[src/hw/rtl/xbh_pkg.sv]
// xbh_pkg: types and constants shared by the xorshift block hash modules
// holds the request and result records, the seed reset values and the mixer shifts
// depends on nothing
`default_nettype none

package xbh_pkg;

    localparam logic [5:0] BlockBytes = 6'd32;

    localparam logic [63:0] SeedLowReset  = 64'h5555_5555_5555_5555;
    localparam logic [63:0] SeedHighReset = 64'haaaa_aaaa_aaaa_aaaa;

    localparam int unsigned ShiftByte   = 30;
    localparam int unsigned ShiftFirst  = 23;
    localparam int unsigned ShiftT      = 18;
    localparam int unsigned ShiftSecond = 5;

    typedef enum logic
    {
        REG_SEED_LOW  = 1'b0,
        REG_SEED_HIGH = 1'b1
    } cfg_reg_t;

    typedef struct packed
    {
        logic [7:0] data_byte;
        logic       has_byte;
        logic       end_of_message;
    } cmd_t;

    typedef struct packed
    {
        logic [63:0] hash_word;
        logic [1:0]  word_index;
        logic        last_word;
    } result_t;

endpackage

`default_nettype wire

[src/hw/rtl/xbh_front.sv]
// xbh_front: input side of the block hash, a two-entry request queue
// drops idle requests and hands the rest to the engine; uses xbh_pkg
`default_nettype none

module xbh_front
(
    input  wire logic          clk,
    input  wire logic          rst_n,
    input  wire logic          push,
    output logic               full,
    input  wire xbh_pkg::cmd_t in_cmd,
    output logic               cmd_valid,
    output xbh_pkg::cmd_t      cmd,
    input  wire logic          cmd_pop
);

    xbh_pkg::cmd_t mem_reg [2];
    logic          wr_ptr_reg;
    logic          rd_ptr_reg;
    logic [1:0]    count_reg;
    logic [1:0]    count_next;
    logic          accept;
    logic          keep;
    logic          write;
    logic          read;

    assign full      = (count_reg == 2'd2);
    assign accept    = push && !full;
    // an item with neither byte nor end changes nothing
    assign keep      = in_cmd.has_byte || in_cmd.end_of_message;
    assign write     = accept && keep;
    assign cmd_valid = (count_reg != 2'd0);
    assign read      = cmd_pop && cmd_valid;
    assign cmd       = mem_reg[rd_ptr_reg];

    always_comb
    begin
        count_next = count_reg;
        if (write && !read)
        begin
            count_next = count_reg + 2'd1;
        end
        else if (read && !write)
        begin
            count_next = count_reg - 2'd1;
        end
    end

    always_ff @(posedge clk or negedge rst_n)
    begin
        if (!rst_n)
        begin
            wr_ptr_reg <= 1'b0;
            rd_ptr_reg <= 1'b0;
            count_reg  <= 2'd0;
        end
        else
        begin
            count_reg <= count_next;
            if (write)
            begin
                wr_ptr_reg <= !wr_ptr_reg;
            end
            if (read)
            begin
                rd_ptr_reg <= !rd_ptr_reg;
            end
        end
    end

    always_ff @(posedge clk)
    begin
        if (write)
        begin
            mem_reg[wr_ptr_reg] <= in_cmd;
        end
    end

endmodule

`default_nettype wire

[src/hw/rtl/xbh_engine.sv]
// xbh_engine: back side of the block hash, block buffer, mixer and accumulators
// runs 128 mixer steps per block and emits the four hash words; uses xbh_pkg
`default_nettype none

module xbh_engine
(
    input  wire logic          clk,
    input  wire logic          rst_n,
    input  wire logic [63:0]   seed_low,
    input  wire logic [63:0]   seed_high,
    input  wire logic          cmd_valid,
    input  wire xbh_pkg::cmd_t cmd,
    output logic               cmd_pop,
    output logic               res_push,
    output xbh_pkg::result_t   res,
    input  wire logic          res_full
);

    typedef enum logic [1:0]
    {
        ST_IDLE,
        ST_HASH,
        ST_EMIT
    } state_t;

    state_t      state_reg;
    logic        open_reg;
    logic        final_reg;
    logic [5:0]  count_reg;
    logic [6:0]  step_reg;
    logic [1:0]  widx_reg;

    logic [63:0] first_reg;
    logic [63:0] second_reg;
    logic [63:0] acc_reg [4];
    logic [63:0] pass_acc_reg;
    logic [7:0]  buf_reg [32];

    logic        init;
    logic        full_hash;
    logic        store;
    logic        hashing;
    logic        last_step;
    logic        pass_end;
    logic [2:0]  pass_num;
    logic [1:0]  sub_sel;
    logic [2:0]  byte_sel;
    logic [4:0]  addr;
    logic [7:0]  byte_val;
    logic [63:0] sum;
    logic [63:0] pass_in;
    logic [63:0] pass_x;
    logic [63:0] t_val;
    logic [63:0] first_next;
    logic [63:0] second_next;

    assign init      = (state_reg == ST_IDLE) && cmd_valid && !open_reg;
    assign full_hash = (state_reg == ST_IDLE) && cmd_valid && open_reg && cmd.has_byte
                       && (count_reg == xbh_pkg::BlockBytes);
    assign cmd_pop   = (state_reg == ST_IDLE) && cmd_valid && open_reg && !full_hash;
    assign store     = cmd_pop && cmd.has_byte;
    assign hashing   = (state_reg == ST_HASH);
    assign last_step = (step_reg == 7'd127);
    assign pass_end  = (step_reg[3:0] == 4'd15);

    // passes visit sub-blocks 0,1,2,3,3,2,1,0; each pass goes forward then back
    assign pass_num = step_reg[6:4];
    assign sub_sel  = pass_num[2] ? ~pass_num[1:0] : pass_num[1:0];
    assign byte_sel = step_reg[3] ? ~step_reg[2:0] : step_reg[2:0];
    assign addr     = {sub_sel, byte_sel};
    // positions past the byte count read as zero padding
    assign byte_val = ({1'b0, addr} < count_reg) ? buf_reg[addr] : 8'd0;

    assign sum         = first_reg + second_reg;
    assign pass_in     = (step_reg[3:0] == 4'd0) ? 64'd0 : pass_acc_reg;
    assign pass_x      = pass_in ^ sum;
    assign first_next  = second_reg ^ (64'(byte_val) << xbh_pkg::ShiftByte);
    assign t_val       = first_reg ^ (first_reg << xbh_pkg::ShiftFirst);
    assign second_next = t_val ^ second_reg ^ (t_val >> xbh_pkg::ShiftT)
                         ^ (second_reg >> xbh_pkg::ShiftSecond);

    assign res_push       = (state_reg == ST_EMIT) && !res_full;
    assign res.hash_word  = acc_reg[widx_reg];
    assign res.word_index = widx_reg;
    assign res.last_word  = (widx_reg == 2'd0);

    always_ff @(posedge clk or negedge rst_n)
    begin
        if (!rst_n)
        begin
            state_reg <= ST_IDLE;
            open_reg  <= 1'b0;
            final_reg <= 1'b0;
            count_reg <= 6'd0;
            step_reg  <= 7'd0;
            widx_reg  <= 2'd0;
        end
        else
        begin
            unique case (state_reg)
                ST_IDLE:
                begin
                    if (init)
                    begin
                        open_reg  <= 1'b1;
                        count_reg <= 6'd0;
                    end
                    else if (full_hash)
                    begin
                        // block is full and another byte waits: hash first, then retry
                        state_reg <= ST_HASH;
                        final_reg <= 1'b0;
                    end
                    else if (cmd_pop)
                    begin
                        if (cmd.has_byte)
                        begin
                            count_reg <= count_reg + 6'd1;
                        end
                        if (cmd.end_of_message)
                        begin
                            state_reg <= ST_HASH;
                            final_reg <= 1'b1;
                        end
                    end
                end
                ST_HASH:
                begin
                    step_reg <= step_reg + 7'd1;
                    if (last_step)
                    begin
                        count_reg <= 6'd0;
                        if (final_reg)
                        begin
                            state_reg <= ST_EMIT;
                            widx_reg  <= 2'd3;
                            open_reg  <= 1'b0;
                        end
                        else
                        begin
                            state_reg <= ST_IDLE;
                        end
                    end
                end
                ST_EMIT:
                begin
                    if (res_push)
                    begin
                        widx_reg <= widx_reg - 2'd1;
                        if (widx_reg == 2'd0)
                        begin
                            state_reg <= ST_IDLE;
                        end
                    end
                end
                default:
                begin
                    state_reg <= ST_IDLE;
                end
            endcase
        end
    end

    always_ff @(posedge clk)
    begin
        if (init)
        begin
            first_reg  <= seed_low;
            second_reg <= seed_high;
            for (int k = 0; k < 4; k++)
            begin
                acc_reg[2'(k)] <= 64'd0;
            end
        end
        else if (hashing)
        begin
            first_reg    <= first_next;
            second_reg   <= second_next;
            pass_acc_reg <= pass_x;
            if (pass_end)
            begin
                acc_reg[pass_num[1:0]] <= acc_reg[pass_num[1:0]] ^ pass_x;
            end
        end
        if (store)
        begin
            buf_reg[count_reg[4:0]] <= cmd.data_byte;
        end
    end

endmodule

`default_nettype wire

[src/hw/rtl/xbh_rqueue.sv]
// xbh_rqueue: two-entry result queue in front of the result ports
// decouples the engine from a stalling receiver; uses xbh_pkg
`default_nettype none

module xbh_rqueue
(
    input  wire logic             clk,
    input  wire logic             rst_n,
    input  wire logic             res_push,
    input  wire xbh_pkg::result_t res,
    output logic                  res_full,
    output logic                  empty,
    input  wire logic             pop,
    output xbh_pkg::result_t      head
);

    xbh_pkg::result_t mem_reg [2];
    logic             wr_ptr_reg;
    logic             rd_ptr_reg;
    logic [1:0]       count_reg;
    logic [1:0]       count_next;
    logic             write;
    logic             read;

    assign res_full = (count_reg == 2'd2);
    assign empty    = (count_reg == 2'd0);
    assign write    = res_push && !res_full;
    assign read     = pop && !empty;
    assign head     = mem_reg[rd_ptr_reg];

    always_comb
    begin
        count_next = count_reg;
        if (write && !read)
        begin
            count_next = count_reg + 2'd1;
        end
        else if (read && !write)
        begin
            count_next = count_reg - 2'd1;
        end
    end

    always_ff @(posedge clk or negedge rst_n)
    begin
        if (!rst_n)
        begin
            wr_ptr_reg <= 1'b0;
            rd_ptr_reg <= 1'b0;
            count_reg  <= 2'd0;
        end
        else
        begin
            count_reg <= count_next;
            if (write)
            begin
                wr_ptr_reg <= !wr_ptr_reg;
            end
            if (read)
            begin
                rd_ptr_reg <= !rd_ptr_reg;
            end
        end
    end

    always_ff @(posedge clk)
    begin
        if (write)
        begin
            mem_reg[wr_ptr_reg] <= res;
        end
    end

endmodule

`default_nettype wire

[src/hw/rtl/xorshift_block_hash_256.sv]
// xorshift_block_hash_256: top level of the 256-bit xorshift block hash
// holds the seed registers and joins xbh_front, xbh_engine and xbh_rqueue; uses xbh_pkg
//
// usage: message bytes go in through a queue-like port (push/full) with has_byte and
// end_of_message; an item with neither flag is taken and dropped. after the final item
// of a message four results come out through empty/pop: hash words for index 3,2,1,0,
// last_word set on index 0. seed_low (index 0) and seed_high (index 1) are written on
// the cfg port, which is always ready, and are loaded into the mixer at message start.
// processing: each byte request is stored while the engine is idle; every 32-byte block
// takes 128 steps on the single mixer step unit, one step a cycle, and the waiting byte
// is then retried. the final block is hashed after the end request, and the four hash
// words are emitted once it is done.
// the input queue holds two requests and the result queue two words; a stalled
// receiver holds the engine in its emit phase, and the input queue then fills.
// reset: seeds return to their defaults, queues empty, no message open.
`default_nettype none

module xorshift_block_hash_256
(
    input  wire logic        clk,
    input  wire logic        rst_n,
    input  wire logic        push,
    output logic             full,
    input  wire logic [7:0]  data_byte,
    input  wire logic        has_byte,
    input  wire logic        end_of_message,
    output logic             empty,
    input  wire logic        pop,
    output logic [63:0]      hash_word,
    output logic [1:0]       word_index,
    output logic             last_word,
    input  wire logic        cfg_valid,
    output logic             cfg_ready,
    input  wire logic        cfg_index,
    input  wire logic [63:0] cfg_data
);

    logic [63:0]      seed_low_reg;
    logic [63:0]      seed_high_reg;
    xbh_pkg::cmd_t    in_cmd;
    xbh_pkg::cmd_t    cmd;
    logic             cmd_valid;
    logic             cmd_pop;
    xbh_pkg::result_t res;
    xbh_pkg::result_t head;
    logic             res_push;
    logic             res_full;

    assign cfg_ready = 1'b1;

    assign in_cmd.data_byte      = data_byte;
    assign in_cmd.has_byte       = has_byte;
    assign in_cmd.end_of_message = end_of_message;

    assign hash_word  = head.hash_word;
    assign word_index = head.word_index;
    assign last_word  = head.last_word;

    always_ff @(posedge clk or negedge rst_n)
    begin
        if (!rst_n)
        begin
            seed_low_reg  <= xbh_pkg::SeedLowReset;
            seed_high_reg <= xbh_pkg::SeedHighReset;
        end
        else if (cfg_valid && cfg_ready)
        begin
            unique case (xbh_pkg::cfg_reg_t'(cfg_index))
                xbh_pkg::REG_SEED_LOW:  seed_low_reg  <= cfg_data;
                xbh_pkg::REG_SEED_HIGH: seed_high_reg <= cfg_data;
                default:                seed_low_reg  <= seed_low_reg;
            endcase
        end
    end

    xbh_front u_front
    (
        .clk       (clk),
        .rst_n     (rst_n),
        .push      (push),
        .full      (full),
        .in_cmd    (in_cmd),
        .cmd_valid (cmd_valid),
        .cmd       (cmd),
        .cmd_pop   (cmd_pop)
    );

    xbh_engine u_engine
    (
        .clk       (clk),
        .rst_n     (rst_n),
        .seed_low  (seed_low_reg),
        .seed_high (seed_high_reg),
        .cmd_valid (cmd_valid),
        .cmd       (cmd),
        .cmd_pop   (cmd_pop),
        .res_push  (res_push),
        .res       (res),
        .res_full  (res_full)
    );

    xbh_rqueue u_rqueue
    (
        .clk      (clk),
        .rst_n    (rst_n),
        .res_push (res_push),
        .res      (res),
        .res_full (res_full),
        .empty    (empty),
        .pop      (pop),
        .head     (head)
    );

endmodule

`default_nettype wire
[config.mk]
export PLATFORM = sky130hd
export DESIGN_NAME = xorshift_block_hash_256
export DESIGN_NICKNAME = d
export VERILOG_FILES = /design/src/hw/rtl/xbh_pkg.sv /design/src/hw/rtl/xbh_front.sv /design/src/hw/rtl/xbh_engine.sv /design/src/hw/rtl/xbh_rqueue.sv /design/src/hw/rtl/xorshift_block_hash_256.sv
export SDC_FILE = /design/constraint.sdc
export NUM_CORES = 2
export LEC_CHECK = 0
export BUFFER_PORTS_ARGS = -buffer_cell sky130_fd_sc_hd__buf_2
export CAP_MARGIN = 20
export CORE_MARGIN = 1
export CORE_UTILIZATION = 59
export CTS_BUF_LIST = sky130_fd_sc_hd__clkbuf_2 sky130_fd_sc_hd__clkbuf_4 sky130_fd_sc_hd__clkbuf_8
export DETAILED_ROUTE_END_ITERATION = 10
export MAX_ROUTING_LAYER = met4
export PLACE_DENSITY = 0.79
export SLEW_MARGIN = 20
export SYNTH_ARGS = -nofsm -noshare
export SYNTH_HDL_FRONTEND = slang
export SYNTH_HIERARCHICAL = 1
export SYNTH_SLANG_ARGS = --single-unit
[constraint.sdc]
create_clock -name clk -period 5.9 [get_ports clk]
set_input_delay 0.59 -clock clk [delete_from_list [all_inputs] [get_ports clk]]
set_output_delay 0.59 -clock clk [all_outputs]
set_load 0.01 [all_outputs]
==> results.json <==
{
  "outcome": "finished, final reports clean",
  "seq_area_frac_synth_pct": 60.3,
  "path_buf_inv": 1,
  "io_pins": 150,
  "grt_use_total_pct": 29.2,
  "reg2reg_to": "u_engine/acc_reg[2][52]",
  "place.gp.congestion": 0.976,
  "r2r_start": "u_engine/first_reg[0]",
  "clock_latency_ns": 0.83,
  "final_common_cell": "edfxtp_1",
  "ys_types": 99,
  "critPathTopFamily": "compound AO/OA/AOI/OAI gates",
  "max_cap_violations": 0,
  "required_ns": 6.40,
  "finalHoldViolCount": 0,
  "finalSetupTns_ns": 0,
  "grt_pass1_wl_mm": 180,
  "startpoint_type": "flop",
  "crit_type": "reg2reg",
  "slew_violations": 0,
  "cpPeakStageDelay_ns": 0.76,
  "drive_gt1_share_pct": 25.9,
  "fin_crit_sh_pct": 70.7,
  "post-cts-setup-buffers": 0,
  "nets": 3820,
  "die_area_um2": 84700,
  "final-seq-area_um2": 29700,
  "clockBufferDepth": 3,
  "skew_ns": 0.0564,
  "multiInputGateArea_um2": 18400,
  "grt_max_degree": 95,
  "cts_buffers": 164,
  "die_height_um": 291,
  "hold_start": "cfg_data[59]",
  "syn_inst": 3428,
  "final_antenna_net_count": 0,
  "end_kind": "flop",
  "ys_warn_count": 6,
  "tightest_slew_ns": 1.09,
  "slew_headroom_pct": 27.6,
  "syn_area_um2": 49300,
  "cp_cell_sequence": "ha_1, inv_1, fa_1, nand2b_1, a21oi_1, o2111ai_1, a211oi_1, nor2_1, o31ai_1, a21boi_1, xnor3_1, nor2_1",
  "hold_depth": 2,
  "grt_pass1_vias": 29764,
  "syn2layout_area_growth_pct": 10.9,
  "synth-edff-count": 858,
  "viasPerCell": 6.11,
  "synth_fp_nets": 3587,
  "core_area_um2": 82400,
  "antenna_found_initial": 2,
  "cts_tree": "yes",
  "ys.flop_type": "edfxtp_1",
  "max_freq_mhz": 240,
  "crit_arrival_ns": 4.68,
  "rows": 105,
  "clk_pin_slew_worst_paths_ns": 0.06,
  "placed_cells": 4501,
  "synth.avg_cell_area_um2": 14.4,
  "cp_max_fo": 4,
  "dp_hpwl_mm": 79.5,
  "drt_pass1_iterations": 9,
  "die_w_um": 291,
  "wirelength_mm": 119,
  "portBuffers": 148,
  "synth_seq_cells": 1013,
  "fin_util_pct": 66.3,
  "wire_per_inst_um": 24.4,
  "drc_errors": 0,
  "async_flop_share_pct": 15.3,
  "ff2ff_path_depth": 12,
  "grt_overflow_total": 0,
  "layout_common_cells": "858 x edfxtp_1, 386 x nand2_1, 354 x nor2_1",
  "ff2ff_setup_slack_ns": 1.73,
  "htree_levels": 4,
  "crit_slowest_cell": "o31ai_1",
  "cts_root_buf": "clkbuf_8",
  "rsz0062_at_grt": "no",
  "drt-initial-drc-count": 3207,
  "critPathMostFrequentCell": "nor2_1",
  "hold_class": "in2reg",
  "min_delay_worst_endpoint": "seed_low_reg[59]",
  "finalNonFillerCells": 4868,
  "clock-sinks": 1013,
  "nFillCells": 5643,
  "holdWs_ns": 0.0800,
  "dr_total_vias": 29760,
  "setup_viol": 0,
  "min_period_ns": 4.17,
  "start_util_pct": 59.8
}
## worst max path at each step
stage | startpoint | slack (ns) | end | cells after the start
floorplan | u_engine/state_reg[1] | 0.24 | u_engine/acc_reg[0][0] | 7
global placement | u_engine/first_reg[17] | 1.89 | u_engine/acc_reg[1][46] | 10
detailed placement | u_engine/first_reg[17] | 1.85 | u_engine/acc_reg[1][46] | 10
CTS | u_engine/first_reg[0] | 1.81 | u_engine/acc_reg[2][52] | 12
global route | u_engine/first_reg[0] | 1.57 | u_engine/acc_reg[1][52] | 12
finish | u_engine/first_reg[0] | 1.73 | u_engine/acc_reg[2][52] | 12
## stage by stage
stage                     area [µm²]  worst slack (ns)
after floorplan                49300             0.240
after global placement         50700              1.89
final                          54600              1.73
after CTS                      54600              1.81
after detailed placement       50700              1.85
after global routing           54600              1.57
## kinds of logic (layout without fill, tap and decap cells)
family          Yosys count  count (layout)  synth area share, %
fa+ha+maj                79              79                 2.02
simple gates            897             897                 7.67
compound gates          385             385                 4.90
xor+xnor                410             410                 7.77
flops                  1013            1013                 60.3
buf+inv                 230             598                 2.45
other cells               1               3              0.00761
mux                     413             413                 14.8
## layout make-up
class,count,area share [%]
tap,1070,2.45
clock inverter,74,0.895
multi-input combinational,2185,33.8
sequential,1013,54.4
clock buffer,227,5.05
antenna,2,0.00916
timing repair buffer,247,3.07
inverter,50,0.343
## cells in the mapped netlist (all sizes together), types with 54 or more instances
| master | count | area share, % |
|---|---|---|
| buf | 54 | 0.90 |
| mux4 | 208 | 9.5 |
| o21ai | 103 | 1.0 |
| xnor2 | 318 | 5.7 |
| mux2 | 205 | 5.3 |
| dfstp | 64 | 3.4 |
| clkbuf | 126 | 1.2 |
| a21oi | 133 | 1.4 |
| ha | 78 | 2.0 |
| nand2 | 395 | 3.0 |
| dfrtp | 91 | 4.6 |
| xor2 | 75 | 1.3 |
| edfxtp | 858 | 52 |
| nor2 | 355 | 2.7 |
## what timing repair did
action                                 4_1_cts  5_1_grt
gates resized for setup                      0        0
hold buffers                                64        0
endpoints found under the hold margin      153        0
## routing by layer
metal / vias up / global-route usage, % / wire (µm)
li1: 13185 / - / -
met1: 14931 / 36.3 / 44600
met2: 1399 / 48.5 / 61100
met3: 245 / 4.28 / 8930
met4: 0 / 11.8 / 4220
met5: - / - / 0
Power is left out: the tool's default activity adds up to more than one toggle a clock period on the data nets, which glitch-free logic cannot reach.
